File: config.mk
export PLATFORM = sky130hd
export DESIGN_NAME = pulse_rate_meter_top
export DESIGN_NICKNAME = d
export VERILOG_FILES = /design/src/hdl/prm_pkg.sv /design/src/hdl/prm_div.sv /design/src/hdl/pulse_rate_meter_top.sv
export SDC_FILE = /design/constraint.sdc
export NUM_CORES = 2
export LEC_CHECK = 0
export BUFFER_PORTS_ARGS = -buffer_cell sky130_fd_sc_hd__clkbuf_2
export CAP_MARGIN = 20
export CELL_PAD_IN_SITES_DETAIL_PLACEMENT = 1
export CELL_PAD_IN_SITES_GLOBAL_PLACEMENT = 1
export CORE_ASPECT_RATIO = 1.25
export CORE_MARGIN = 3
export CORE_UTILIZATION = 30
export DETAILED_ROUTE_END_ITERATION = 10
export PLACE_DENSITY = 0.55
export RECOVER_POWER = 50
export SKIP_CTS_REPAIR_TIMING = 1
export SLEW_MARGIN = 10
export SYNTH_ARGS = -nofsm -noshare
export SYNTH_HDL_FRONTEND = slang
export SYNTH_SLANG_ARGS = --single-unit
File: constraint.sdc
create_clock -name clk -period 21.7 [get_ports clk]
set_input_delay 4.34 -clock clk [delete_from_list [all_inputs] [get_ports clk]]
set_output_delay 4.34 -clock clk [all_outputs]
set_load 0.005 [all_outputs]
File: src/hdl/prm_pkg.sv
// Package for the pulse rate meter: widths, request codes, register indexes, divider bundles.
`timescale 1ns / 1ps

package prm_pkg;

  // Default modulus of the external pulse counter
  localparam int unsigned COUNTER_WRAP_DEF = 32767;

  // Field widths
  localparam int unsigned CNT_W     = 15;
  localparam int unsigned TIME_W    = 63;
  localparam int unsigned TOTAL_W   = 32;
  localparam int unsigned RATE_W    = 32;
  localparam int unsigned PPR_W     = 16;
  localparam int unsigned IVL_W     = 32;
  localparam int unsigned REQ_W     = 2;
  localparam int unsigned CFG_IDX_W = 2;

  // Stream widths
  localparam int unsigned IN_DATA_W  = 112;
  localparam int unsigned OUT_DATA_W = 80;
  localparam int unsigned OUT_USER_W = 2;

  // Shared divider: quotient/dividend and divisor widths, iteration counter
  localparam int unsigned QW     = 53;
  localparam int unsigned DVS_W  = 63;
  localparam int unsigned ITER_W = 6;
  localparam int unsigned MOD_W  = 32;
  localparam int unsigned PROD_W = 37;

  // Rate scale: 1e6 us per second, times 2^16 for Q16.16 (applied as a shift)
  localparam logic [PROD_W-1:0] US_PER_SEC = PROD_W'(1000000);

  // Request codes
  localparam logic [REQ_W-1:0] REQ_START  = 2'd0;
  localparam logic [REQ_W-1:0] REQ_SAMPLE = 2'd1;
  localparam logic [REQ_W-1:0] REQ_TOTAL  = 2'd2;

  // Register indexes
  localparam logic [CFG_IDX_W-1:0] CFG_PPR      = 2'd0;
  localparam logic [CFG_IDX_W-1:0] CFG_INTERVAL = 2'd1;

  // Register reset values
  localparam logic [PPR_W-1:0] PPR_RESET      = 16'd1;
  localparam logic [IVL_W-1:0] INTERVAL_RESET = 32'd60000000;

  typedef struct packed {
    logic              start;
    logic [QW-1:0]     dividend;  // left aligned: top nbits bits are used
    logic [DVS_W-1:0]  divisor;
    logic [ITER_W-1:0] nbits;
  } prm_div_req_t;

  typedef struct packed {
    logic             done;
    logic [QW-1:0]    quo;
  } prm_div_rsp_t;

endpackage

File: src/hdl/prm_div.sv
// Bit-serial restoring divider shared by both rate divisions.
`timescale 1ns / 1ps

module prm_div
  import prm_pkg::*;
(
  input  logic         clk,
  input  logic         rst_n,
  input  prm_div_req_t req,
  output prm_div_rsp_t rsp
);

  logic              busy_r;
  logic              done_r;
  logic [ITER_W-1:0] cnt_r;
  logic [QW-1:0]     q_r;
  logic [DVS_W-1:0]  rem_r;
  logic [DVS_W-1:0]  dvs_r;

  logic [DVS_W:0]    shifted;
  logic              ge;
  logic [DVS_W:0]    diff;

  // One quotient bit per cycle
  assign shifted = {rem_r, q_r[QW-1]};
  assign ge      = shifted >= {1'b0, dvs_r};
  assign diff    = shifted - {1'b0, dvs_r};

  always_ff @(posedge clk) begin
    if (!rst_n) begin
      busy_r <= 1'b0;
      done_r <= 1'b0;
    end else begin
      done_r <= 1'b0;
      if (req.start) begin
        busy_r <= 1'b1;
        cnt_r  <= req.nbits;
        q_r    <= req.dividend;
        rem_r  <= '0;
        dvs_r  <= req.divisor;
      end else if (busy_r) begin
        q_r   <= {q_r[QW-2:0], ge};
        rem_r <= ge ? diff[DVS_W-1:0] : shifted[DVS_W-1:0];
        cnt_r <= cnt_r - 1'b1;
        if (cnt_r == ITER_W'(1)) begin
          busy_r <= 1'b0;
          done_r <= 1'b1;
        end
      end
    end
  end

  assign rsp.done = done_r;
  assign rsp.quo  = q_r;

endmodule

File: src/hdl/pulse_rate_meter_top.sv
// Top level of the pulse rate meter: sequencer, state, registers and result buffer.
//
//  channel | direction | payload
//  --------+-----------+------------------------------------------------------------
//  in_     | slave     | tuser: req_type; tdata: counter_value, time_us, new_total
//  out_    | master    | tuser: rate_valid, persist_now; tdata: delta, rate, total
//  cfg_    | slave     | cfg_index (0 pulses_per_rev, 1 persist_interval_us), cfg_data
//
// One item at a time. A sample with positive elapsed time first takes the counter
// modulo as a reciprocal multiply and then a multiply-subtract, then the shared
// bit-serial divider does pulses*1e6*2^16 by elapsed time (53 quotient bits)
// and that quotient by pulses_per_rev (53 quotient bits).
// No elapsed time: the divider is skipped; start and set-total skip all arithmetic.
// in_tready is high only while the sequencer is idle. A finished result sits in the
// output register, so the next transaction is taken while out_tready is low; the
// block stalls only if a second result is ready before the first is taken.
// Reset (rst_n low, synchronous) clears control/meter state; registers to defaults.
// cfg_ready is always high; writes are meant for idle periods.
`timescale 1ns / 1ps

module pulse_rate_meter_top
  import prm_pkg::*;
#(
  parameter int unsigned COUNTER_WRAP = COUNTER_WRAP_DEF
) (
  input  logic                  clk,
  input  logic                  rst_n,
  // input transaction
  input  logic                  in_tvalid,
  output logic                  in_tready,
  // [14:0] counter_value, [77:15] time_us, [109:78] new_total, [111:110] zero
  input  logic [IN_DATA_W-1:0]  in_tdata,
  // [1:0] req_type
  input  logic [REQ_W-1:0]      in_tuser,
  // result transaction
  output logic                  out_tvalid,
  input  logic                  out_tready,
  // [14:0] pulse_delta, [46:15] rate_q16, [78:47] total_count, [79] zero
  output logic [OUT_DATA_W-1:0] out_tdata,
  // [0] rate_valid, [1] persist_now
  output logic [OUT_USER_W-1:0] out_tuser,
  // register writes
  input  logic                  cfg_valid,
  output logic                  cfg_ready,
  input  logic [CFG_IDX_W-1:0]  cfg_index,
  input  logic [IVL_W-1:0]      cfg_data
);

  localparam int unsigned DELTA_W = $clog2(COUNTER_WRAP);

  // Reciprocal of the counter modulus: floor(x / m) = (x * MOD_MAGIC) >> MOD_SHIFT,
  // exact for every 32-bit x
  localparam int unsigned MOD_SHIFT  = MOD_W + $clog2(COUNTER_WRAP);
  localparam int unsigned MAGIC_W    = MOD_W + 1;
  localparam int unsigned MOD_PROD_W = MOD_W + MAGIC_W;
  localparam logic [MAGIC_W-1:0] MOD_MAGIC =
    MAGIC_W'((64'd1 << MOD_SHIFT) / 64'(COUNTER_WRAP) + 64'd1);

  // Sequencer states
  localparam logic [2:0] S_IDLE = 3'd0;
  localparam logic [2:0] S_MOD  = 3'd1;
  localparam logic [2:0] S_MUL  = 3'd2;
  localparam logic [2:0] S_DIV1 = 3'd3;
  localparam logic [2:0] S_DIV2 = 3'd4;
  localparam logic [2:0] S_PERS = 3'd5;
  localparam logic [2:0] S_FIN  = 3'd6;
  localparam logic [2:0] S_REM  = 3'd7;

  logic [2:0]            state_r;

  // registers
  logic [PPR_W-1:0]      ppr_r;
  logic [IVL_W-1:0]      interval_r;

  // meter state
  logic [CNT_W-1:0]      prev_r;
  logic [TIME_W-1:0]     last_sample_r;
  logic [TIME_W-1:0]     last_save_r;
  logic [TOTAL_W-1:0]    total_r;
  logic [TOTAL_W-1:0]    saved_r;

  // per-item working registers
  logic [TIME_W-1:0]     t_r;
  logic [TIME_W-1:0]     elapsed_r;
  logic [MOD_W-1:0]      mod_x_r;
  logic [MOD_W-1:0]      mod_q_r;
  logic [DELTA_W-1:0]    delta_r;
  logic                  valid_r;
  logic                  save_ok_r;
  logic                  persist_r;
  logic [RATE_W-1:0]     rate_r;

  // result buffer
  logic                  out_valid_r;
  logic [OUT_DATA_W-1:0] out_data_r;
  logic [OUT_USER_W-1:0] out_user_r;

  prm_div_req_t          div_req_r;
  prm_div_rsp_t          div_rsp;

  // unpacked input fields
  logic [CNT_W-1:0]      in_cnt;
  logic [TIME_W-1:0]     in_time;
  logic [TOTAL_W-1:0]    in_total;

  logic [MOD_W-1:0]      wrap_sum;
  logic [MOD_PROD_W-1:0] mod_prod;
  logic [MOD_W-1:0]      mod_q;
  logic [MOD_W-1:0]      mod_rem;
  logic [31:0]           delta32;
  logic [PROD_W-1:0]     prod;
  logic [PPR_W-1:0]      ppr_eff;
  logic [TOTAL_W-1:0]    total_nxt;
  logic [TIME_W-1:0]     since_save;
  logic                  out_free;

  assign in_cnt   = in_tdata[14:0];
  assign in_time  = in_tdata[77:15];
  assign in_total = in_tdata[109:78];

  // counter difference wraps mod 2^32 before the modulo, as the counter math does
  assign wrap_sum   = MOD_W'(in_cnt) + MOD_W'(COUNTER_WRAP) - MOD_W'(prev_r);
  // modulo: quotient by reciprocal, then remainder by multiply-subtract
  assign mod_prod   = MOD_PROD_W'(mod_x_r) * MOD_PROD_W'(MOD_MAGIC);
  assign mod_q      = MOD_W'(mod_prod >> MOD_SHIFT);
  assign mod_rem    = mod_x_r - mod_q_r * MOD_W'(COUNTER_WRAP);
  assign delta32    = 32'(delta_r);
  assign prod       = PROD_W'(delta_r) * US_PER_SEC;
  assign ppr_eff    = (ppr_r == '0) ? PPR_W'(1) : ppr_r;
  assign total_nxt  = total_r + delta32;
  assign since_save = t_r - last_save_r;
  assign out_free   = !out_valid_r || out_tready;

  assign in_tready  = (state_r == S_IDLE);
  assign cfg_ready  = 1'b1;
  assign out_tvalid = out_valid_r;
  assign out_tdata  = out_data_r;
  assign out_tuser  = out_user_r;

  prm_div u_prm_div (
    .clk   (clk),
    .rst_n (rst_n),
    .req   (div_req_r),
    .rsp   (div_rsp)
  );

  always_ff @(posedge clk) begin
    if (!rst_n) begin
      state_r         <= S_IDLE;
      out_valid_r     <= 1'b0;
      div_req_r.start <= 1'b0;
      ppr_r           <= PPR_RESET;
      interval_r      <= INTERVAL_RESET;
      prev_r          <= '0;
      last_sample_r   <= '0;
      last_save_r     <= '0;
      total_r         <= '0;
      saved_r         <= '0;
    end else begin
      div_req_r.start <= 1'b0;

      if (out_valid_r && out_tready) begin
        out_valid_r <= 1'b0;
      end

      if (cfg_valid) begin
        case (cfg_index)
          CFG_PPR:      ppr_r      <= cfg_data[PPR_W-1:0];
          CFG_INTERVAL: interval_r <= cfg_data;
          default:      ;
        endcase
      end

      case (state_r)
        S_IDLE: begin
          if (in_tvalid) begin
            t_r       <= in_time;
            delta_r   <= '0;
            valid_r   <= 1'b0;
            rate_r    <= '0;
            persist_r <= 1'b0;
            state_r   <= S_FIN;
            case (in_tuser)
              REQ_START: begin
                prev_r        <= in_cnt;
                last_sample_r <= in_time;
                last_save_r   <= in_time;
                saved_r       <= total_r;
              end
              REQ_SAMPLE: begin
                mod_x_r       <= wrap_sum;
                prev_r        <= in_cnt;
                valid_r       <= in_time > last_sample_r;
                elapsed_r     <= in_time - last_sample_r;
                last_sample_r <= in_time;
                state_r       <= S_MOD;
              end
              REQ_TOTAL: begin
                total_r <= in_total;
              end
              default: ;
            endcase
          end
        end

        S_MOD: begin
          mod_q_r <= mod_q;
          state_r <= S_REM;
        end

        S_REM: begin
          delta_r <= mod_rem[DELTA_W-1:0];
          state_r <= S_MUL;
        end

        S_MUL: begin
          save_ok_r <= (t_r >= last_save_r) && (since_save >= TIME_W'(interval_r));
          if (valid_r) begin
            // pulses * 1e6 * 2^16 over elapsed microseconds
            div_req_r.start    <= 1'b1;
            div_req_r.dividend <= {prod, 16'b0};
            div_req_r.divisor  <= elapsed_r;
            div_req_r.nbits    <= ITER_W'(QW);
            state_r            <= S_DIV1;
          end else begin
            rate_r  <= '0;
            state_r <= S_PERS;
          end
        end

        S_DIV1: begin
          if (div_rsp.done) begin
            div_req_r.start    <= 1'b1;
            div_req_r.dividend <= div_rsp.quo;
            div_req_r.divisor  <= DVS_W'(ppr_eff);
            div_req_r.nbits    <= ITER_W'(QW);
            state_r            <= S_DIV2;
          end
        end

        S_DIV2: begin
          if (div_rsp.done) begin
            // saturate to Q16.16 max
            if (|div_rsp.quo[QW-1:RATE_W]) begin
              rate_r <= '1;
            end else begin
              rate_r <= div_rsp.quo[RATE_W-1:0];
            end
            state_r <= S_PERS;
          end
        end

        S_PERS: begin
          total_r <= total_nxt;
          if ((total_nxt != saved_r) && save_ok_r) begin
            persist_r   <= 1'b1;
            saved_r     <= total_nxt;
            last_save_r <= t_r;
          end
          state_r <= S_FIN;
        end

        S_FIN: begin
          if (out_free) begin
            out_valid_r <= 1'b1;
            out_data_r  <= {1'b0, total_r, rate_r, delta32[CNT_W-1:0]};
            out_user_r  <= {persist_r, valid_r};
            state_r     <= S_IDLE;
          end
        end

        default: begin
          state_r <= S_IDLE;
        end
      endcase
    end
  end

endmodule

# Yosys cells after proc, flatten, opt, wreduce, memory -nomap -nowiden
# Cells that the tools add are included.
[word_totals]
reg_bits = 859
elab_cells = 147
in_bits = 153
[op_classes]
bitwise = 2
n_reduce_logical = 34
n_lt_le_gt_ge = 4
n_eq_ne = 21
mul = 3
addsub = 8
n_mux = 45
[ops]
columns = ["op", "n"]
rows = [
  ["$mux W63", 5],
  ["$mux W32", 9],
  ["$mux W123", 2],
  ["$pmux W123 S2", 1],
  ["$sub A63 B63 Y63", 3],
  ["$pmux W32 S2", 2],
  ["$pmux W63 S2", 1],
  ["$mux W53", 2],
  ["$pmux W32 S3", 1],
  ["$mul A32 B33 Y65 const B", 1],
  ["$ge A64 B63 Y1", 1],
  ["$ge A63 B32 Y1", 1],
  ["$ge A63 B63 Y1", 1],
  ["$gt A63 B63 Y1", 1],
  ["$add A32 B15 Y32", 1],
  ["$ne A32 B32 Y1", 1],
  ["$pmux W15 S2", 1],
  ["$mul A15 B14 Y29 const B", 1],
  ["$pmux W3 S8", 1],
  ["$reduce_or A21 Y1", 1],
  ["$reduce_and A4 Y1", 5],
  ["$mul A18 B15 Y15 const B", 1],
  ["$mux W3", 6],
  ["$sub A16 B15 Y17", 1],
  ["other kinds (30)", 67],
]

# Logic depth before layout (Yosys ltp)
[logic_depth]
ltp_word = 5
depth_mapped = 24

# Modules after synthesis
# Synthesis repeated with hierarchy kept, for this count alone.
[hier_totals]
cells_unflattened = 5514
area_unflattened_um2 = 52743.1
[modules_own_cells]
columns = ["mod", "area_per_inst_um2", "seq_area_each_um2", "cells_per_inst", "instances"]
rows = [
  ["pulse_rate_meter_top", 41368.4, 16936.2, 4403, 1],
  ["prm_div", 11374.7, 5595.4, 1111, 1],
]

# Least setup slack after synthesis
# Ideal clock, no wire load.
[synth_path]
path_type = "input to register"
startpoint = "input rst_n"
endpoint = "register div_req_r[100] (netlist name), enable pin"
n_path_buf = 1
path_stages = 3
setup_slack_ns = 8.249
required_time_ns = 20.964
t_arrival_ns = 12.715
cell_sequence = "clkbuf_1 > nand2_1 > nor3_1"
[synth_between]
elab_chain_cells = 1
[synth_lines]
columns = ["element", "line_no", "rtl"]
rows = [
  ["start: declaration", "pulse_rate_meter_top.sv:27", "input logic rst_n,"],
  ["$reduce_and A4 Y1 (no line)", "--", ""],
  ["end: declaration", "pulse_rate_meter_top.sv:98", "prm_div_req_t div_req_r;"],
]
# No other way between the ends.
# A chain may end at the register's enable or synchronous reset.

# Final worst setup path
[layout_path]
startpoint = "input rst_n"
endpoint = "register u_prm_div.dvs_r[46], enable pin"
[layout_between]
elab_chain_cells = 1
[layout_lines]
columns = ["element", "line_no", "rtl"]
rows = [
  ["$reduce_and A2 Y1 (no line)", "--", ""],
  ["end signal: assignment", "prm_div.sv:40", "dvs_r <= req.divisor;"],
  ["end: declaration", "prm_div.sv:18", "logic [DVS_W-1:0] dvs_r;"],
]
# No other way between the ends.

==> impl_table.tex <==
\begin{tabular}{lr}
\hline
Metric & Value \\
\hline
\multicolumn{2}{l}{\textbf{Floorplan}} \\
Die extent in y & 470 µm \\
Die area & 178000 µm² \\
Core region area & 171000 µm² \\
Starting Density & 0.303 \\
\# IOs & 238 \\
Width of the die & 377 µm \\
Site row count & 169 \\
\multicolumn{2}{l}{\textbf{STA}} \\
Count of endpoints failing setup in the final report & 0 \\
Achievable clock frequency & 69.3 MHz \\
Final Hold Violating Endpoints & 0 \\
Final worst path period share & 0.665 \\
Transition at the pin with the smallest max-transition slack & 4.36 ns \\
Final critical path time including I/O delays and setup & 14.43 ns \\
RSZ-0062 raised after global routing & false \\
Max-slew violation count & 564 \\
Relative slew margins & -1.91 \\
Final Skew & 0.0353 ns \\
Min setup slack post-route & 7.27 ns \\
Final-layout setup total negative slack & 0 ns \\
\multicolumn{2}{l}{\textbf{Critical path}} \\
Slowest library cell on the worst path & sky130\_fd\_sc\_hd\_\_clkinvlp\_2 \\
Critical R2R Launch & u\_prm\_div.q\_r[52]\$\_DFFE\_PP\_ \\
Kind of capture point of the worst setup path & flop \\
Worst EP arrival & 14.76 ns \\
Critical path cell sequence & clkbuf\_2 -> clkbuf\_1 -> clkinvlp\_2 -> nor2\_4 -> buf\_4 \\
Required arrival time at the worst endpoint & 22.03 ns \\
Startpoint types & input pin \\
Worst path max stage delay & 5.08 ns \\
Max Fanout on Critical Path & 78 \\
Crit path from & rst\_n \\
Crit Path Category & input pin to flop \\
\multicolumn{2}{l}{\textbf{Cells and area}} \\
Fraction of layout cells with a size suffix above 1 & 0.0854 \\
Layout overhead on the synthesized area & 12.6\% \\
Layout Nets & 6132 \\
Post-route core utilization & 0.341 \\
Fill cell total of the finished layout & 19.4k \\
Count of non-filler cells in the finished layout & 7758 \\
\multicolumn{2}{l}{\textbf{Min path}} \\
Startpoint of the worst hold path & div\_req\_r[53]\$\_DFFE\_PP\_ \\
Path category of the worst min-delay check & flop to flop \\
\multicolumn{2}{l}{\textbf{Synthesis}} \\
Post-synth EDFFs & 577 \\
List of most frequent post-synthesis cells & 674 x sky130\_fd\_sc\_hd\_\_nand2\_1, 577 x sky130\_fd\_sc\_hd\_\_edfxtp\_1, 564 x sky130\_fd\_sc\_hd\_\_a21oi\_1 \\
Cell type with the highest aggregate area in the netlist & sky130\_fd\_sc\_hd\_\_edfxtp\_1 \\
Biggest area contributors in the synthesized netlist & sky130\_fd\_sc\_hd\_\_edfxtp\_1 33\%, sky130\_fd\_sc\_hd\_\_ha\_1 11\%, sky130\_fd\_sc\_hd\_\_dfxtp\_1 10\%, sky130\_fd\_sc\_hd\_\_a21oi\_1 5.5\%, sky130\_fd\_sc\_hd\_\_nand2\_1 4.9\% \\
Async SR Flop Fraction & 0 \\
YS warnings & 0 \\
Predominant post-synthesis flop cell & sky130\_fd\_sc\_hd\_\_edfxtp\_1 \\
Area share of the leading cell type in the synthesized netlist & 0.335 \\
Cell count after synthesis & 5310 \\
Register bit count reported by yosys & 837 \\
Distinct cells, synth & 101 \\
Mapped Area & 51700 µm² \\
Cell with the most instances after synthesis & sky130\_fd\_sc\_hd\_\_nand2\_1 \\
Synthesized area divided by synthesized cell count & 9.74 µm² \\
Sequential-to-total area share from yosys stat & 0.435 \\
\multicolumn{2}{l}{\textbf{Detailed routing}} \\
Number of detailed-routing iterations run before antenna repair & 5 \\
Final routed wire length divided by cell count & 20.5 µm \\
Antenna Violating Nets Remaining & 0 \\
Post-Route WL & 159000 µm \\
Vias per cell & 5.12 \\
Via count & 39.7k \\
Initial DRC Count & 2103 \\
DRC violations left & 0 \\
\multicolumn{2}{l}{\textbf{Pwr}} \\
Maximum resistive drop on vdd & 0.147 mV \\
Combinational cell fraction of total power & 0.472 \\
Share of total power in the clock network & 0.235 \\
Power per unit of standard cell area & 125 nW/µm² \\
Switching pwr & 2.98 mW \\
Share of power burned in registers & 0.293 \\
Leakage power of the design & 22.4 nW \\
Total power of the final layout & 7.30 mW \\
Sw Ratio & 0.408 \\
Internal power of the cells & 4.32 mW \\
\multicolumn{2}{l}{\textbf{Clock tree}} \\
Root buf cell & sky130\_fd\_sc\_hd\_\_clkbuf\_16 \\
Clock buffers created by TritonCTS & 97 \\
Insertion delay of the later-clocked pin in the worst-skew pair & 0.73 ns \\
H-tree levels & 3 \\
CTS Buffer Depth & 3 \\
Sinks on the clock net & 837 \\
Clock tree from TritonCTS & built \\
Clock slew at the register clock pins of the worst setup and hold paths & 0.06 ns \\
\multicolumn{2}{l}{\textbf{Global route}} \\
Number of antenna violations at the first check in global routing & 14 \\
GR Util met3 & 0.0219 \\
Wire length of the first global-routing pass & 247000 µm \\
GRT met1 Usage & 0.240 \\
Highest-utilization routing layer at the global route stage & met2 \\
Largest net degree at the start of global routing & 90 \\
Global-route total usage across every layer & 0.177 \\
Sum of overflow across all layers after global routing & 0 \\
GR Util met2 & 0.293 \\
Number of global-route vias before repair & 41.7k \\
\multicolumn{2}{l}{\textbf{Placement}} \\
HPWL Detailed & 117000 µm \\
Placed Cells incl. Taps & 7566 \\
Number of buffer cells added on primary ports & 233 \\
Last weighted congestion value of the routability-driven placer & 0.848 \\
Placement-stage worst setup slack & 12.34 ns \\
\multicolumn{2}{l}{\textbf{Status}} \\
Violated checks & capacitance limit, slew limit \\
Status & complete, but fails checks \\
\multicolumn{2}{l}{\textbf{Run}} \\
Max-cap check violation count & 11 \\
\hline
\end{tabular}
==> cell usage in the layout (no fill, tap or decap), types with 22 or more instances in the layout <==
cell type	n
sky130_fd_sc_hd__nand2_1	674
sky130_fd_sc_hd__edfxtp_1	577
sky130_fd_sc_hd__a21oi_1	564
sky130_fd_sc_hd__ha_1	470
sky130_fd_sc_hd__inv_1	457
sky130_fd_sc_hd__nor2_1	331
sky130_fd_sc_hd__dfxtp_1	260
sky130_fd_sc_hd__o21ai_0	179
sky130_fd_sc_hd__xnor2_1	166
sky130_fd_sc_hd__a21o_1	147
sky130_fd_sc_hd__clkbuf_1	146
sky130_fd_sc_hd__xor2_1	119
sky130_fd_sc_hd__clkbuf_2	117
sky130_fd_sc_hd__clkbuf_16	99
sky130_fd_sc_hd__nand3_1	76
sky130_fd_sc_hd__nand4_1	70
sky130_fd_sc_hd__fa_1	65
sky130_fd_sc_hd__nor3_1	59
sky130_fd_sc_hd__and2_0	59
sky130_fd_sc_hd__mux2_2	57
sky130_fd_sc_hd__a311oi_2	50
sky130_fd_sc_hd__a22o_1	48
sky130_fd_sc_hd__nor2b_1	42
sky130_fd_sc_hd__a31oi_1	40
sky130_fd_sc_hd__o21bai_1	35
sky130_fd_sc_hd__and2_1	32
sky130_fd_sc_hd__o21a_1	32
sky130_fd_sc_hd__a211oi_1	32
sky130_fd_sc_hd__and3_1	30
sky130_fd_sc_hd__nand2b_1	28
sky130_fd_sc_hd__a311oi_1	27
sky130_fd_sc_hd__mux2i_1	27
sky130_fd_sc_hd__nor4_1	24
sky130_fd_sc_hd__buf_4	24
sky130_fd_sc_hd__o211ai_1	22
==> state kept, by name, summed over array words and instances, names as in the netlist, 53 cells and up <==
register	count
out_tdata	79
u_prm_div.dvs_r	63
div_req_r	118
t_r	63
u_prm_div.q_r	53
u_prm_div.rem_r	63
last_sample_r	63
elapsed_r	63
last_save_r	63
==> per-layer routing <==
metal,routed length [µm],part of all wire
met1,74900,0.47
met2,73900,0.46
met3,6190,0.039
met4,4240,0.027
met5,51,0.00032
==> worst paths after layout <==
| kind | to | slack, ns | depth (start not counted) |
|---|---|---|---|
| worst max-delay path | u_prm_div.dvs_r[46]$_DFFE_PP_ | 7.27 | 5 |
| worst min-delay path | u_prm_div.dvs_r[47]$_DFFE_PP_ | 0.41 | 0 |
| worst min register to register | u_prm_div.dvs_r[47]$_DFFE_PP_ | 0.41 | 0 |
| worst max register to register | u_prm_div.rem_r[31]$_SDFFCE_PP0P_ | 14.78 | 15 |
==> worst max-delay path, delay by kind of cell <==
family                 cells  cell delay (ns)
buffers and inverters      4             8.25
and+or+nand+nor            1             2.04
==> logic make-up after synthesis <==
group           synth area share
simple gates               0.132
compound gates             0.174
flops                      0.435
buf+inv                   0.0523
fa+ha+maj                  0.139
xor+xnor                  0.0495
mux                       0.0176
other cells             0.000145
==> stage by stage <==
stage	instance area, µm²	hold slack (ns)
floorplan	51700	0.400
global placement	55100	0.401
detailed placement	55100	0.405
CTS	58400	0.409
global route	58300	0.416
finish	58300	0.409
==> power by group through the flow <==
stage                     clock (mW)  combinational, mW  sequential, mW
after floorplan                    0               2.55            2.11
after global placement             0               3.43            2.16
after detailed placement           0               3.46            2.17
after CTS                       1.78               3.50            2.14
after global routing            1.83               3.92            2.17
final                           1.72               3.44            2.14
==> layout make-up <==
type	instances	area, µm²	area share
timing repair buffer	275	1320	0.0226
multi-input combinational	3774	26600	0.456
antenna	6	15.0	0.000258
clock inverter	64	698	0.0120
inverter	459	1730	0.0296
sequential	837	22500	0.387
tap	2223	2780	0.0477
clock buffer	120	2620	0.0449
(Power assumes the default switching activity.)
